**config.mk**
```make
export PLATFORM = sky130hd
export DESIGN_NAME = weekday_and_recurrence_counter_core_flat
export DESIGN_NICKNAME = d
export VERILOG_FILES = /design/src/rtl/core/wrc_pkg.sv /design/src/rtl/core/wrc_if.sv /design/src/rtl/core/weekday_and_recurrence_counter_core.sv /design/src/rtl/core/wrc_ctrl.sv /design/src/rtl/core/wrc_datapath.sv /design/src/flat_wrapper.sv
export SDC_FILE = /design/constraint.sdc
export NUM_CORES = 1
export LEC_CHECK = 0
export BUFFER_PORTS_ARGS = -buffer_cell sky130_fd_sc_hd__buf_2
export CAP_MARGIN = 20
export CORE_MARGIN = 2
export CORE_UTILIZATION = 65
export CTS_CLUSTER_SIZE = 12
export DETAILED_ROUTE_END_ITERATION = 7
export GPL_ROUTABILITY_DRIVEN = 0
export MAX_ROUTING_LAYER = met4
export PLACE_DENSITY = 0.88
export SLEW_MARGIN = 0
export SYNTH_ARGS = -nofsm -noshare
export SYNTH_HDL_FRONTEND = slang
export SYNTH_SLANG_ARGS = --single-unit
```
**constraint.sdc**
```tcl
create_clock -name clock -period 9.1 [get_ports clock]
set_input_delay 0.91 -clock clock [delete_from_list [all_inputs] [get_ports clock]]
set_output_delay 0.91 -clock clock [all_outputs]
set_load 0.01 [all_outputs]
```
**src/rtl/core/wrc_pkg.sv**
```systemverilog
package wrc_pkg;

   localparam int YEAR_W  = 14;
   localparam int MONTH_W = 4;
   localparam int DAY_W   = 5;
   localparam int WDAY_W  = 3;
   localparam int CNT_W   = 14;
   localparam int CENT_W  = 8;   // year / 100, covers any 14-bit year
   localparam int YOC_W   = 7;   // year % 100
   localparam int SUM_W   = 10;  // Zeller sum before mod 7, at most 712

   localparam logic [YEAR_W-1:0]  YEAR_MAX   = 14'd9999;
   localparam logic [MONTH_W-1:0] MONTH_FEB  = 4'd2;
   localparam logic [MONTH_W-1:0] MONTH_DEC  = 4'd12;
   localparam logic [YOC_W-1:0]   YOC_LAST   = 7'd99;
   localparam logic [WDAY_W-1:0]  DAYS_WEEK  = 3'd7;

   // floor(y / 100) = (y * 5243) >> 19 for every 14-bit y
   localparam logic [12:0] DIV100_RECIP = 13'd5243;
   localparam int          DIV100_SHIFT = 19;
   localparam logic [6:0]  HUNDRED      = 7'd100;

   // floor(s / 7) = (s * 37450) >> 18 for s below 1024
   localparam logic [15:0] DIV7_RECIP = 16'd37450;
   localparam int          DIV7_SHIFT = 18;

   typedef enum logic [3:0] {
      ST_IDLE,
      ST_SPLIT_START,
      ST_REM_START,
      ST_CHECK,
      ST_SPLIT_ZEL,
      ST_REM_ZEL,
      ST_SUM,
      ST_MOD,
      ST_SCAN,
      ST_DONE
   } wrc_state_type;

   typedef struct packed {
      logic load;     // capture request
      logic split;    // century = year / 100
      logic rem;      // year of century = year - 100 * century
      logic check;    // validate, set up Zeller year
      logic sum;      // Zeller sum
      logic modr;     // sum mod 7
      logic scan;     // advance one year
   } wrc_ctl_type;

   typedef struct packed {
      logic ok;        // request valid, meaningful in ST_CHECK
      logic scan_end;  // last year reached
   } wrc_stat_type;

   function automatic logic [DAY_W-1:0] month_len(input logic leap,
                                                   input logic [MONTH_W-1:0] m);
      logic [DAY_W-1:0] len;
      case (m) inside
         4'd1, 4'd3, 4'd5, 4'd7, 4'd8, 4'd10, 4'd12: len = 5'd31;
         4'd4, 4'd6, 4'd9, 4'd11:                     len = 5'd30;
         MONTH_FEB:                                   len = leap ? 5'd29 : 5'd28;
         default:                                     len = 5'd0;
      endcase
      return len;
   endfunction

   // floor(13 * (m' + 1) / 5), with Jan and Feb as months 13 and 14
   function automatic logic [5:0] month_term(input logic [MONTH_W-1:0] m);
      logic [5:0] t;
      case (m)
         4'd1:    t = 6'd36;
         4'd2:    t = 6'd39;
         4'd3:    t = 6'd10;
         4'd4:    t = 6'd13;
         4'd5:    t = 6'd15;
         4'd6:    t = 6'd18;
         4'd7:    t = 6'd20;
         4'd8:    t = 6'd23;
         4'd9:    t = 6'd26;
         4'd10:   t = 6'd28;
         4'd11:   t = 6'd31;
         4'd12:   t = 6'd33;
         default: t = 6'd0;
      endcase
      return t;
   endfunction

   // Gregorian leap rule from century and year of century
   function automatic logic is_leap(input logic [CENT_W-1:0] cent,
                                    input logic [YOC_W-1:0] yoc);
      return (yoc[1:0] == 2'd0) && ((yoc != '0) || (cent[1:0] == 2'd0));
   endfunction

endpackage

```
**src/rtl/core/wrc_if.sv**
```systemverilog
interface wrc_req_if;
   import wrc_pkg::*;

   logic                valid;
   logic                ready;
   logic [YEAR_W-1:0]   start_year;
   logic [MONTH_W-1:0]  month;
   logic [DAY_W-1:0]    day;
   logic [YEAR_W-1:0]   stop_year;

   modport source (output valid, start_year, month, day, stop_year, input ready);
   modport sink   (input valid, start_year, month, day, stop_year, output ready);
endinterface

interface wrc_rsp_if;
   import wrc_pkg::*;

   logic                valid;
   logic                ready;
   logic                date_valid;
   logic [WDAY_W-1:0]   weekday;
   logic [CNT_W-1:0]    same_weekday_count;

   modport source (output valid, date_valid, weekday, same_weekday_count, input ready);
   modport sink   (input valid, date_valid, weekday, same_weekday_count, output ready);
endinterface

```
**src/rtl/core/weekday_and_recurrence_counter_core.sv**
```systemverilog
// Weekday and recurrence counter.
// req_chan carries one transaction: start_year, month, day, stop_year. The
// core checks the date (Gregorian leap rule) and the stop year, computes the
// weekday of the date by Zeller's congruence (0 Saturday .. 6 Friday), then
// steps year by year up to stop_year counting years whose same month and day
// fall on that weekday. rsp_chan returns date_valid, weekday and the count;
// invalid requests return all zeros.
// One request at a time: req_chan.ready is high only while idle.
// An invalid request passes the split, remainder and check states before
// rsp_chan.valid; a valid one then runs the Zeller split, remainder, sum and
// mod states and the per-year scan, which steps the single weekday
// accumulator once per year.
// The result holds on rsp_chan until taken; the core stays busy meanwhile.
// Synchronous reset returns the sequencer to idle; no request is in flight
// after reset.
module weekday_and_recurrence_counter_core (
   input  logic      clock,
   input  logic      reset,
   wrc_req_if.sink   req_chan,
   wrc_rsp_if.source rsp_chan
);
   import wrc_pkg::*;

   wrc_ctl_type  ctl;
   wrc_stat_type stat;

   wrc_ctrl u_ctrl (
      .clock     (clock),
      .reset     (reset),
      .req_valid (req_chan.valid),
      .rsp_ready (rsp_chan.ready),
      .stat      (stat),
      .req_ready (req_chan.ready),
      .rsp_valid (rsp_chan.valid),
      .ctl       (ctl)
   );

   wrc_datapath u_datapath (
      .clock              (clock),
      .ctl                (ctl),
      .start_year         (req_chan.start_year),
      .month              (req_chan.month),
      .day                (req_chan.day),
      .stop_year          (req_chan.stop_year),
      .stat               (stat),
      .date_valid         (rsp_chan.date_valid),
      .weekday            (rsp_chan.weekday),
      .same_weekday_count (rsp_chan.same_weekday_count)
   );

endmodule

```
**src/rtl/core/wrc_ctrl.sv**
```systemverilog
module wrc_ctrl (
   input  logic                  clock,
   input  logic                  reset,
   input  logic                  req_valid,
   input  logic                  rsp_ready,
   input  wrc_pkg::wrc_stat_type stat,
   output logic                  req_ready,
   output logic                  rsp_valid,
   output wrc_pkg::wrc_ctl_type  ctl
);
   import wrc_pkg::*;

   wrc_state_type state_ff, state_in;

   always_ff @(posedge clock) begin
      if (reset) begin
         state_ff <= ST_IDLE;
      end else begin
         state_ff <= state_in;
      end
   end

   always_comb begin
      state_in = state_ff;
      unique case (state_ff)
         ST_IDLE:        if (req_valid) state_in = ST_SPLIT_START;
         ST_SPLIT_START: state_in = ST_REM_START;
         ST_REM_START:   state_in = ST_CHECK;
         ST_CHECK:       state_in = stat.ok ? ST_SPLIT_ZEL : ST_DONE;
         ST_SPLIT_ZEL:   state_in = ST_REM_ZEL;
         ST_REM_ZEL:     state_in = ST_SUM;
         ST_SUM:         state_in = ST_MOD;
         ST_MOD:         state_in = ST_SCAN;
         ST_SCAN:        if (stat.scan_end) state_in = ST_DONE;
         ST_DONE:        if (rsp_ready) state_in = ST_IDLE;
         default:        state_in = ST_IDLE;
      endcase
   end

   always_comb begin
      ctl       = '0;
      req_ready = 1'b0;
      rsp_valid = 1'b0;
      unique case (state_ff)
         ST_IDLE: begin
            req_ready = 1'b1;
            ctl.load  = req_valid;
         end
         ST_SPLIT_START, ST_SPLIT_ZEL: ctl.split = 1'b1;
         ST_REM_START, ST_REM_ZEL:     ctl.rem   = 1'b1;
         ST_CHECK:                     ctl.check = 1'b1;
         ST_SUM:                       ctl.sum   = 1'b1;
         ST_MOD:                       ctl.modr  = 1'b1;
         ST_SCAN:                      ctl.scan  = !stat.scan_end;
         ST_DONE:                      rsp_valid = 1'b1;
         default: begin
         end
      endcase
   end

endmodule

```
**src/rtl/core/wrc_datapath.sv**
```systemverilog
module wrc_datapath (
   input  logic                           clock,
   input  wrc_pkg::wrc_ctl_type           ctl,
   input  logic [wrc_pkg::YEAR_W-1:0]     start_year,
   input  logic [wrc_pkg::MONTH_W-1:0]    month,
   input  logic [wrc_pkg::DAY_W-1:0]      day,
   input  logic [wrc_pkg::YEAR_W-1:0]     stop_year,
   output wrc_pkg::wrc_stat_type          stat,
   output logic                           date_valid,
   output logic [wrc_pkg::WDAY_W-1:0]     weekday,
   output logic [wrc_pkg::CNT_W-1:0]      same_weekday_count
);
   import wrc_pkg::*;

   logic [YEAR_W-1:0]  sy_ff, end_ff, yr_ff, yr_in, scan_ff;
   logic [MONTH_W-1:0] mon_ff;
   logic [DAY_W-1:0]   day_ff;
   logic [CENT_W-1:0]  cent_ff, cent_in;
   logic [YOC_W-1:0]   yoc_ff, yoc_in;
   logic [SUM_W-1:0]   sum_ff, sum_in;
   logic [WDAY_W-1:0]  wd_ff, wd_in, cur_ff, cur_in;
   logic [CNT_W-1:0]   cnt_ff, cnt_in;
   logic               valid_ff, valid_in;

   logic [26:0]        div100_prod;
   logic [14:0]        hund;
   logic [14:0]        rem_diff;
   logic               leap_start, ok;
   logic [25:0]        div7_prod;
   logic [7:0]         q7;
   logic [SUM_W-1:0]   r7;
   logic [YOC_W-1:0]   nyoc;
   logic [CENT_W-1:0]  ncent;
   logic [3:0]         step_sum;
   logic [WDAY_W-1:0]  ncur;

   // shared constant-reciprocal divide by 100 and remainder
   assign div100_prod = yr_ff * DIV100_RECIP;
   assign cent_in     = div100_prod[DIV100_SHIFT +: CENT_W];
   assign hund        = cent_ff * HUNDRED;
   assign rem_diff    = {1'b0, yr_ff} - hund;
   assign yoc_in      = rem_diff[YOC_W-1:0];

   // year % 4 equals year-of-century % 4
   assign leap_start = is_leap(cent_ff, yoc_ff);
   assign ok = (sy_ff != '0) && (sy_ff <= YEAR_MAX) &&
               (end_ff != '0) && (end_ff <= YEAR_MAX) &&
               (mon_ff != '0) && (mon_ff <= MONTH_DEC) &&
               (day_ff != '0) && (day_ff <= month_len(leap_start, mon_ff));

   // Jan and Feb count as months of the previous year
   assign yr_in = sy_ff - {{(YEAR_W-1){1'b0}}, (mon_ff <= MONTH_FEB)};

   assign sum_in = SUM_W'(day_ff) + SUM_W'(month_term(mon_ff)) + SUM_W'(yoc_ff) +
                   SUM_W'(yoc_ff >> 2) + SUM_W'(cent_ff >> 2) +
                   SUM_W'({cent_ff, 2'b00}) + SUM_W'(cent_ff);

   assign div7_prod = sum_ff * DIV7_RECIP;
   assign q7        = div7_prod[DIV7_SHIFT +: 8];
   assign r7        = sum_ff - SUM_W'(q7) * SUM_W'(DAYS_WEEK);
   assign wd_in     = r7[WDAY_W-1:0];

   // next Zeller year: weekday moves by 1, or 2 when that year is leap
   assign nyoc     = (yoc_ff == YOC_LAST) ? '0 : yoc_ff + 1'b1;
   assign ncent    = (yoc_ff == YOC_LAST) ? cent_ff + 1'b1 : cent_ff;
   assign step_sum = {1'b0, cur_ff} + 4'd1 + {3'b000, is_leap(ncent, nyoc)};
   assign ncur     = (step_sum >= {1'b0, DAYS_WEEK}) ?
                     WDAY_W'(step_sum - {1'b0, DAYS_WEEK}) : step_sum[WDAY_W-1:0];

   always_comb begin
      cur_in   = cur_ff;
      cnt_in   = cnt_ff;
      valid_in = valid_ff;
      if (ctl.load) begin
         cnt_in   = '0;
         valid_in = 1'b0;
      end else if (ctl.check) begin
         valid_in = ok;
      end else if (ctl.modr) begin
         cur_in = wd_in;
      end else if (ctl.scan) begin
         cur_in = ncur;
         if (ncur == wd_ff) cnt_in = cnt_ff + 1'b1;
      end
   end

   always_ff @(posedge clock) begin
      cur_ff   <= cur_in;
      cnt_ff   <= cnt_in;
      valid_ff <= valid_in;
      if (ctl.load) begin
         sy_ff   <= start_year;
         mon_ff  <= month;
         day_ff  <= day;
         end_ff  <= stop_year;
         yr_ff   <= start_year;
         scan_ff <= start_year;
         wd_ff   <= '0;
      end
      if (ctl.check) yr_ff <= yr_in;
      if (ctl.split) cent_ff <= cent_in;
      if (ctl.rem) yoc_ff <= yoc_in;
      if (ctl.sum) sum_ff <= sum_in;
      if (ctl.modr) wd_ff <= wd_in;
      if (ctl.scan) begin
         yoc_ff  <= nyoc;
         cent_ff <= ncent;
         scan_ff <= scan_ff + 1'b1;
      end
   end

   assign stat.ok       = ok;
   assign stat.scan_end = (scan_ff >= end_ff);

   assign date_valid         = valid_ff;
   assign weekday            = wd_ff;
   assign same_weekday_count = cnt_ff;

endmodule

```
**src/flat_wrapper.sv**
```systemverilog
// flat-port wrapper written by rule: the top's interface ports become plain ports
module weekday_and_recurrence_counter_core_flat import wrc_pkg::*;
  (clock, reset, req_chan_valid, req_chan_start_year, req_chan_month, req_chan_day, req_chan_stop_year, req_chan_ready, rsp_chan_valid, rsp_chan_date_valid, rsp_chan_weekday, rsp_chan_same_weekday_count, rsp_chan_ready);
  wrc_req_if req_chan_i ();
  wrc_rsp_if rsp_chan_i ();
  input  logic clock;
  input  logic reset;
  input wire logic [$bits(req_chan_i.valid)-1:0] req_chan_valid;
  input wire logic [$bits(req_chan_i.start_year)-1:0] req_chan_start_year;
  input wire logic [$bits(req_chan_i.month)-1:0] req_chan_month;
  input wire logic [$bits(req_chan_i.day)-1:0] req_chan_day;
  input wire logic [$bits(req_chan_i.stop_year)-1:0] req_chan_stop_year;
  output wire logic [$bits(req_chan_i.ready)-1:0] req_chan_ready;
  output wire logic [$bits(rsp_chan_i.valid)-1:0] rsp_chan_valid;
  output wire logic [$bits(rsp_chan_i.date_valid)-1:0] rsp_chan_date_valid;
  output wire logic [$bits(rsp_chan_i.weekday)-1:0] rsp_chan_weekday;
  output wire logic [$bits(rsp_chan_i.same_weekday_count)-1:0] rsp_chan_same_weekday_count;
  input wire logic [$bits(rsp_chan_i.ready)-1:0] rsp_chan_ready;
  assign req_chan_i.valid = req_chan_valid;
  assign req_chan_i.start_year = req_chan_start_year;
  assign req_chan_i.month = req_chan_month;
  assign req_chan_i.day = req_chan_day;
  assign req_chan_i.stop_year = req_chan_stop_year;
  assign req_chan_ready = req_chan_i.ready;
  assign rsp_chan_valid = rsp_chan_i.valid;
  assign rsp_chan_date_valid = rsp_chan_i.date_valid;
  assign rsp_chan_weekday = rsp_chan_i.weekday;
  assign rsp_chan_same_weekday_count = rsp_chan_i.same_weekday_count;
  assign rsp_chan_i.ready = rsp_chan_ready;
  weekday_and_recurrence_counter_core u_core (.clock(clock), .reset(reset), .req_chan(req_chan_i), .rsp_chan(rsp_chan_i));
endmodule
```
==> flow_summary.toml, run 1 <==
[layout]
final_cell_mix = "206 x ha_1, 203 x inv_1, 105 x fa_1"
final_common_cell = "ha_1"
area_growth_pct = 9.56
insertedDiodeCount = 0
postLayoutCellArea_um2 = 13400
nNetsFinal = 1596
drive_above_1_share_pct = 9.31

[worst_setup_path]
crit_fanout = 3
path_cells = "ha_1, fa_1, fa_1, ha_1, fa_1, ha_1, a21o_1, a21o_1, a211oi_1, o22ai_1, o22ai_1, mux2i_1, xnor2_1, fa_1, xnor2_1, xnor2_1, xnor2_1, inv_1, and3_1, o31ai_1"
slowest_delay_ps = 460
critical_path_arrival_ps = 6000
slowest_stage = "fa_1"
start_kind = "register"
cp-end-kind = "register"
worstPathRequired_ps = 9350
crit_type = "reg -> reg"

[clock_network]
clk_pin_slew_ps = 60
postCtsHoldBufs = 0
clock_latency_ps = 430
clock-sinks = 121
cts-root-buf = "clkbuf_16"
cts_resized = 0
htreeDepth = 4
cts_tree = "built"
postCtsSetupRepairBufs = 0
numCtsBuffers = 17
clockBufferDepth = 2

[placement]
place_hpwl_mm = 21.7
port_buffers = 60
pre_cts_ws_ps = 3360
dpl-instance-area_um2 = 12800

[floorplan]
dieWidth_um = 141
fp.dieArea_um2 = 20000
num_rows = 50
num_io_pins = 61
initial_utilization_pct = 65.9
core_area_um2 = 18600
die_y_um = 141

[run_status]
outcome = "complete, no violations"

[routing]
drc = 0
drt_wl_total_mm = 28.6
dr.first_iter.drc_count = 875
drt-wirelength-per-cell_um = 19.2
drtAntennaViolNets = 0
drt_pass1_iterations = 5
vias = 9120
avgViaCountPerCell = 6.12

[timing]
tns_ps = 0
skew_ps = 9.03
maxSlewViolCount = 0
relSlewSlack_pct = 31.0
hold_ws_ps = 470
min_period_over_period_pct = 63.2
max_freq_mhz = 174
hold_viol_final = 0
tightest_slew_ps = 1010
min_period_ps = 5750
rsz0062_at_grt = "no"
layout_setup_ws_ps = 3350
finalSetupViolCount = 0

[logic_synthesis]
synth_area_um2 = 12300
yosys_most_used_dff = "edfxtp_1"
synth_edf_count = 96
synthDistinctLibCells = 71
syn_area_per_cell_um2 = 10.3
async_flop_share_pct = 0
synth_seq_area_share_pct = 27.6
synth-seq-cells = 121
syn_inst = 1186
yosys_warnings = 0
syn_nets = 1538

[global_route]
grt_antenna_before_repair = 0
gr-total-overflow = 0
grt_max_degree = 56
track_usage_pct = 30.8
grt_pass1_wl_mm = 46.7
grt_pass1_vias = 9717

[worst_hold_path]
worstHoldPathType = "reg -> reg"

[job]
drv_cap = 0
## worst max-delay path: cells and delay by family (launching register included)
family	cells	cell delay (ps)
fa+ha+maj	7	2670
flops	1	420
xor+xnor	4	590
buf+inv	1	70
mux	1	270
simple gates	1	190
compound gates	6	1360
## metal layers
layer	GRT usage, %	vias up	wire [um]
met1	35.0	4389	10900
met3	5.16	131	1720
met5	-	-	0
li1	-	4178	-
met4	14.2	0	1310
met2	53.7	422	14600
## synth_stat cells, types with 8 or more instances
library cell  number  area share [%]
nand2_1           72             2.2
clkbuf_1          18            0.55
nand2b_1          14            0.71
xor2_1            23             1.6
nor3_1            18            0.74
xnor2_1           52             3.7
mux2i_1           18             1.5
and3_1            12            0.61
inv_1            203             6.2
nand3_1           36             1.5
edfxtp_1          96              24
dfxtp_1           25             4.1
ha_1             206              21
fa_1             105              17
o21ai_0           43             1.8
o21a_1             8            0.49
nor2_1            47             1.4
a21o_1            12            0.74
nand4_1           11            0.56
a21oi_1           57             2.3
## final cells by class
class                           instances  area (um^2)
Clock inverter                          7         95.1
Inverter                              204          766
Clock buffer                           25          549
Multi-Input combinational cell        836         8000
Fill cell                            1136         5160
Timing Repair Buffer                   64          335
Tap cell                              234          293
Sequential cell                       121         3380
## flip-flops by register name, summed over array words and instances, names as in the netlist, 7 cells and up, named ones only
name,cells
u_core.u_datapath.cent_ff,8
u_core.u_datapath.sum_ff,10
u_core.u_datapath.end_ff,14
u_core.u_datapath.scan_ff,14
u_core.u_datapath.yr_ff,14
u_core.u_datapath.same_weekday_count,14
u_core.u_datapath.yoc_ff,7
u_core.u_datapath.sy_ff,14
## per-stage QoR
stage	utilization (%)	cells
after floorplan	-	1186
after global placement	68.7	1457
after detailed placement	68.7	1457
after CTS	72.1	1489
after global routing	72.2	1491
final	72.2	1491
## cell families after synthesis
group	Yosys count	share of synthesized area, %
flip-flops	121	27.6
adder cells (fa/ha/maj)	311	38.2
XOR/XNOR	75	5.36
buffers and inverters	229	7.10
AO/OA/AOI/OAI	171	9.19
AND/OR/NAND/NOR	261	11.1
multiplexers	18	1.47
## final timing paths
kind | from | endpoint | slack (ps) | depth (start not counted)
worst max-delay path | u_core.u_datapath.sum_ff[7]$_DFFE_PP_ | u_core.u_datapath.cur_ff[2]$_DFFE_PP_ | 3350 | 20
worst min-delay path | u_core.u_datapath.same_weekday_count[13]$_SDFFE_PP0P_ | u_core.u_datapath.same_weekday_count[13]$_SDFFE_PP0P_ | 470 | 2
worst max register to register | u_core.u_datapath.sum_ff[7]$_DFFE_PP_ | u_core.u_datapath.cur_ff[2]$_DFFE_PP_ | 3350 | 20
worst min register to register | u_core.u_datapath.same_weekday_count[13]$_SDFFE_PP0P_ | u_core.u_datapath.same_weekday_count[13]$_SDFFE_PP0P_ | 470 | 2
Power of run 1 is left out: the tool's default activity adds up to more than one toggle a clock period on the data nets, which glitch-free logic cannot reach.
==> run 2, diff against run 1 <==
--- a/config.mk
+++ b/config.mk
@@ -8,12 +8,12 @@
 export BUFFER_PORTS_ARGS = -buffer_cell sky130_fd_sc_hd__buf_2
 export CAP_MARGIN = 20
 export CORE_MARGIN = 2
-export CORE_UTILIZATION = 65
+export CORE_UTILIZATION = 58
 export CTS_CLUSTER_SIZE = 12
 export DETAILED_ROUTE_END_ITERATION = 7
 export GPL_ROUTABILITY_DRIVEN = 0
 export MAX_ROUTING_LAYER = met4
-export PLACE_DENSITY = 0.88
+export PLACE_DENSITY = 0.83
 export SLEW_MARGIN = 0
 export SYNTH_ARGS = -nofsm -noshare
 export SYNTH_HDL_FRONTEND = slang
==> constraint.sdc (replaced) <==
create_clock -name clock -period 5.1 [get_ports clock]
set_input_delay 0.51 -clock clock [delete_from_list [all_inputs] [get_ports clock]]
set_output_delay 0.51 -clock clock [all_outputs]
set_load 0.01 [all_outputs]
==> run 2 against run 1 <==
Against the previous run: the run now ends with setup timing left; flip-flop and latch count did not move; sequential share of layout area fell by 1.8 points; worst setup slack got worse by 3700 ps; clock-buffer cell count fell by 7; final cell count rose by 7.9%; global-route usage fell by 3.3 points; critical path depth rose by 2; via count rose by 6.6%; fmax rose by 6.4%; clock skew rose by 2.2 ps; worst hold slack got worse by 210 ps; register-to-register slack got worse by 3700 ps; critical path type unchanged; critical endpoint unchanged; highest routed layer unchanged.
==> flow_summary.toml, run 2 (same netlist as run 1, synthesis figures left out) <==
[global_route]
grt_pass1_wl_mm = 46.6
grt_antenna_before_repair = 0
grt_max_degree = 37
gr-total-overflow = 0
track_usage_pct = 27.5
grt_pass1_vias = 9302

[layout]
drive_above_1_share_pct = 20.5
area_growth_pct = 18.2
final_common_cell = "inv_1"
insertedDiodeCount = 0
nFillCells = 1336
final_cell_mix = "184 x inv_1, 176 x ha_1, 97 x fa_1"
nNetsFinal = 1673

[clock_network]
htreeDepth = 4
numCtsBuffers = 17
clockBufferDepth = 2
clock-sinks = 121
cts-root-buf = "clkbuf_16"
clock_latency_ps = 430
clk_pin_slew_ps = 60
cts_tree = "built"

[run_status]
outcome = "finished with violations"
violations = "setup timing"

[worst_setup_path]
start_kind = "register"
cp-end-kind = "register"
worstPathRequired_ps = 5360
r2r_end = "u_core.u_datapath.cur_ff[2]$_DFFE_PP_"
reg2regPathDepth = 22
crit_fanout = 2
crit_type = "reg -> reg"
crit_start = "u_core.u_datapath.sum_ff[9]$_DFFE_PP_"
reg2reg_slack_ps = -300
rr_startpoint = "u_core.u_datapath.sum_ff[9]$_DFFE_PP_"
critical_path_arrival_ps = 5660

[worst_hold_path]
holdPathEnd = "u_core.u_datapath.end_ff[6]$_DFFE_PP_"
worstHoldPathType = "in -> reg"
hold_depth = 1
hp-start = "req_chan_stop_year[6]"

[placement]
port_buffers = 60
place_hpwl_mm = 21.7

[timing]
finalSetupViolCount = 9
skew_ps = 11.2
relSlewSlack_pct = 21.1
tns_ps = -1660
min_period_ps = 5400
min_period_over_period_pct = 106
max_freq_mhz = 185
rsz0062_at_grt = "yes"
maxSlewViolCount = 0
layout_setup_ws_ps = -304
hold_viol_final = 0
tightest_slew_ps = 1170

[floorplan]
num_io_pins = 61
core_area_um2 = 20900
fp.dieArea_um2 = 22300
die_y_um = 149
num_rows = 53
dieWidth_um = 149
initial_utilization_pct = 58.7

[routing]
drc = 0
vias = 9719
drt-wirelength-per-cell_um = 20.6
drtAntennaViolNets = 0
drt_pass1_iterations = 7
drt_wl_total_mm = 33.1
dr.first_iter.drc_count = 913
avgViaCountPerCell = 6.04

[job]
drv_cap = 0
==> run 2: cell types whose count changed in the layout (fill, tap and decap cells not counted), moves of 5 or more <==
cell,change
buf_4,+66
ha_1,-30
ha_4,+25
inv_1,-19
inv_2,+19
buf_6,+11
fa_1,-8
fa_2,+8
ha_2,+5
inv_6,+5
==> run 2: cell type report <==
class                      instances  area, um^2  share of cell area [%]
clock inverter                    14         136                   0.941
sequential                       121        3380                    23.4
tap                              275         344                    2.38
clock buffer                      18         429                    2.96
inverter                         204         766                    5.29
timing repair buffer             141         957                    6.61
multi-input combinational        836        8470                    58.5
==> run 2: repair_timing <==
action | 4_1_cts | 5_1_grt
gates resized for setup | 13 | 80
endpoints found under the setup margin | 6 | 12
buffers inserted | 6 | 23
pin swaps | 21 | 68
hold buffers | 0 | 0
==> run 2: worst max path at each step <==
stage	endpoint	slack [ps]	cells past startpoint
after CTS	u_core.u_datapath.cur_ff[2]$_DFFE_PP_	-210	21
after global placement	u_core.u_datapath.cur_ff[2]$_DFFE_PP_	-160	20
final	u_core.u_datapath.cur_ff[2]$_DFFE_PP_	-300	22
after floorplan	u_core.u_datapath.cur_ff[2]$_DFFE_PP_	8	21
after global routing	u_core.u_datapath.weekday[2]$_SDFFCE_PN0P_	-530	22
after detailed placement	u_core.u_datapath.cur_ff[2]$_DFFE_PP_	-330	21
==> run 2: per-layer routing <==
layer  up-vias  track usage [%]  part of all wire, %
met5         -                -                    0
met4         0             8.33                  5.3
met3       154             3.52                  6.5
met2       496             47.1                   50
met1      4730             34.2                   38
li1       4339                -                    -
==> run 2: stage by stage <==
step	utilization (%)	instances	setup slack, ps	hold slack [ps]	instance area (um^2)
floorplan	-	1186	8.49	486	12300
detailed placement	63.2	1547	-325	467	13200
global placement	63.2	1547	-163	456	13200
finish	69.4	1609	-304	260	14500
global route	69.4	1609	-532	252	14500
CTS	66.4	1585	-213	256	13900
==> run 2: critical path, cell delays in order (launching register included) <==
cell and delay, ps:
edfxtp_1 400, ha_2 210, fa_2 540, fa_2 440, ha_4 180, fa_1 550
ha_4 220, a21o_1 160, a21o_1 180, a211oi_2 230, o22ai_2 150, o22ai_2 190
buf_6 150, xnor2_2 110, ha_2 200, inv_2 40, fa_2 390, xnor2_2 160
xnor2_1 190, xnor2_1 140, inv_1 80, and3_4 160, o31ai_2 160
Power of run 2 is left out for the same reason.
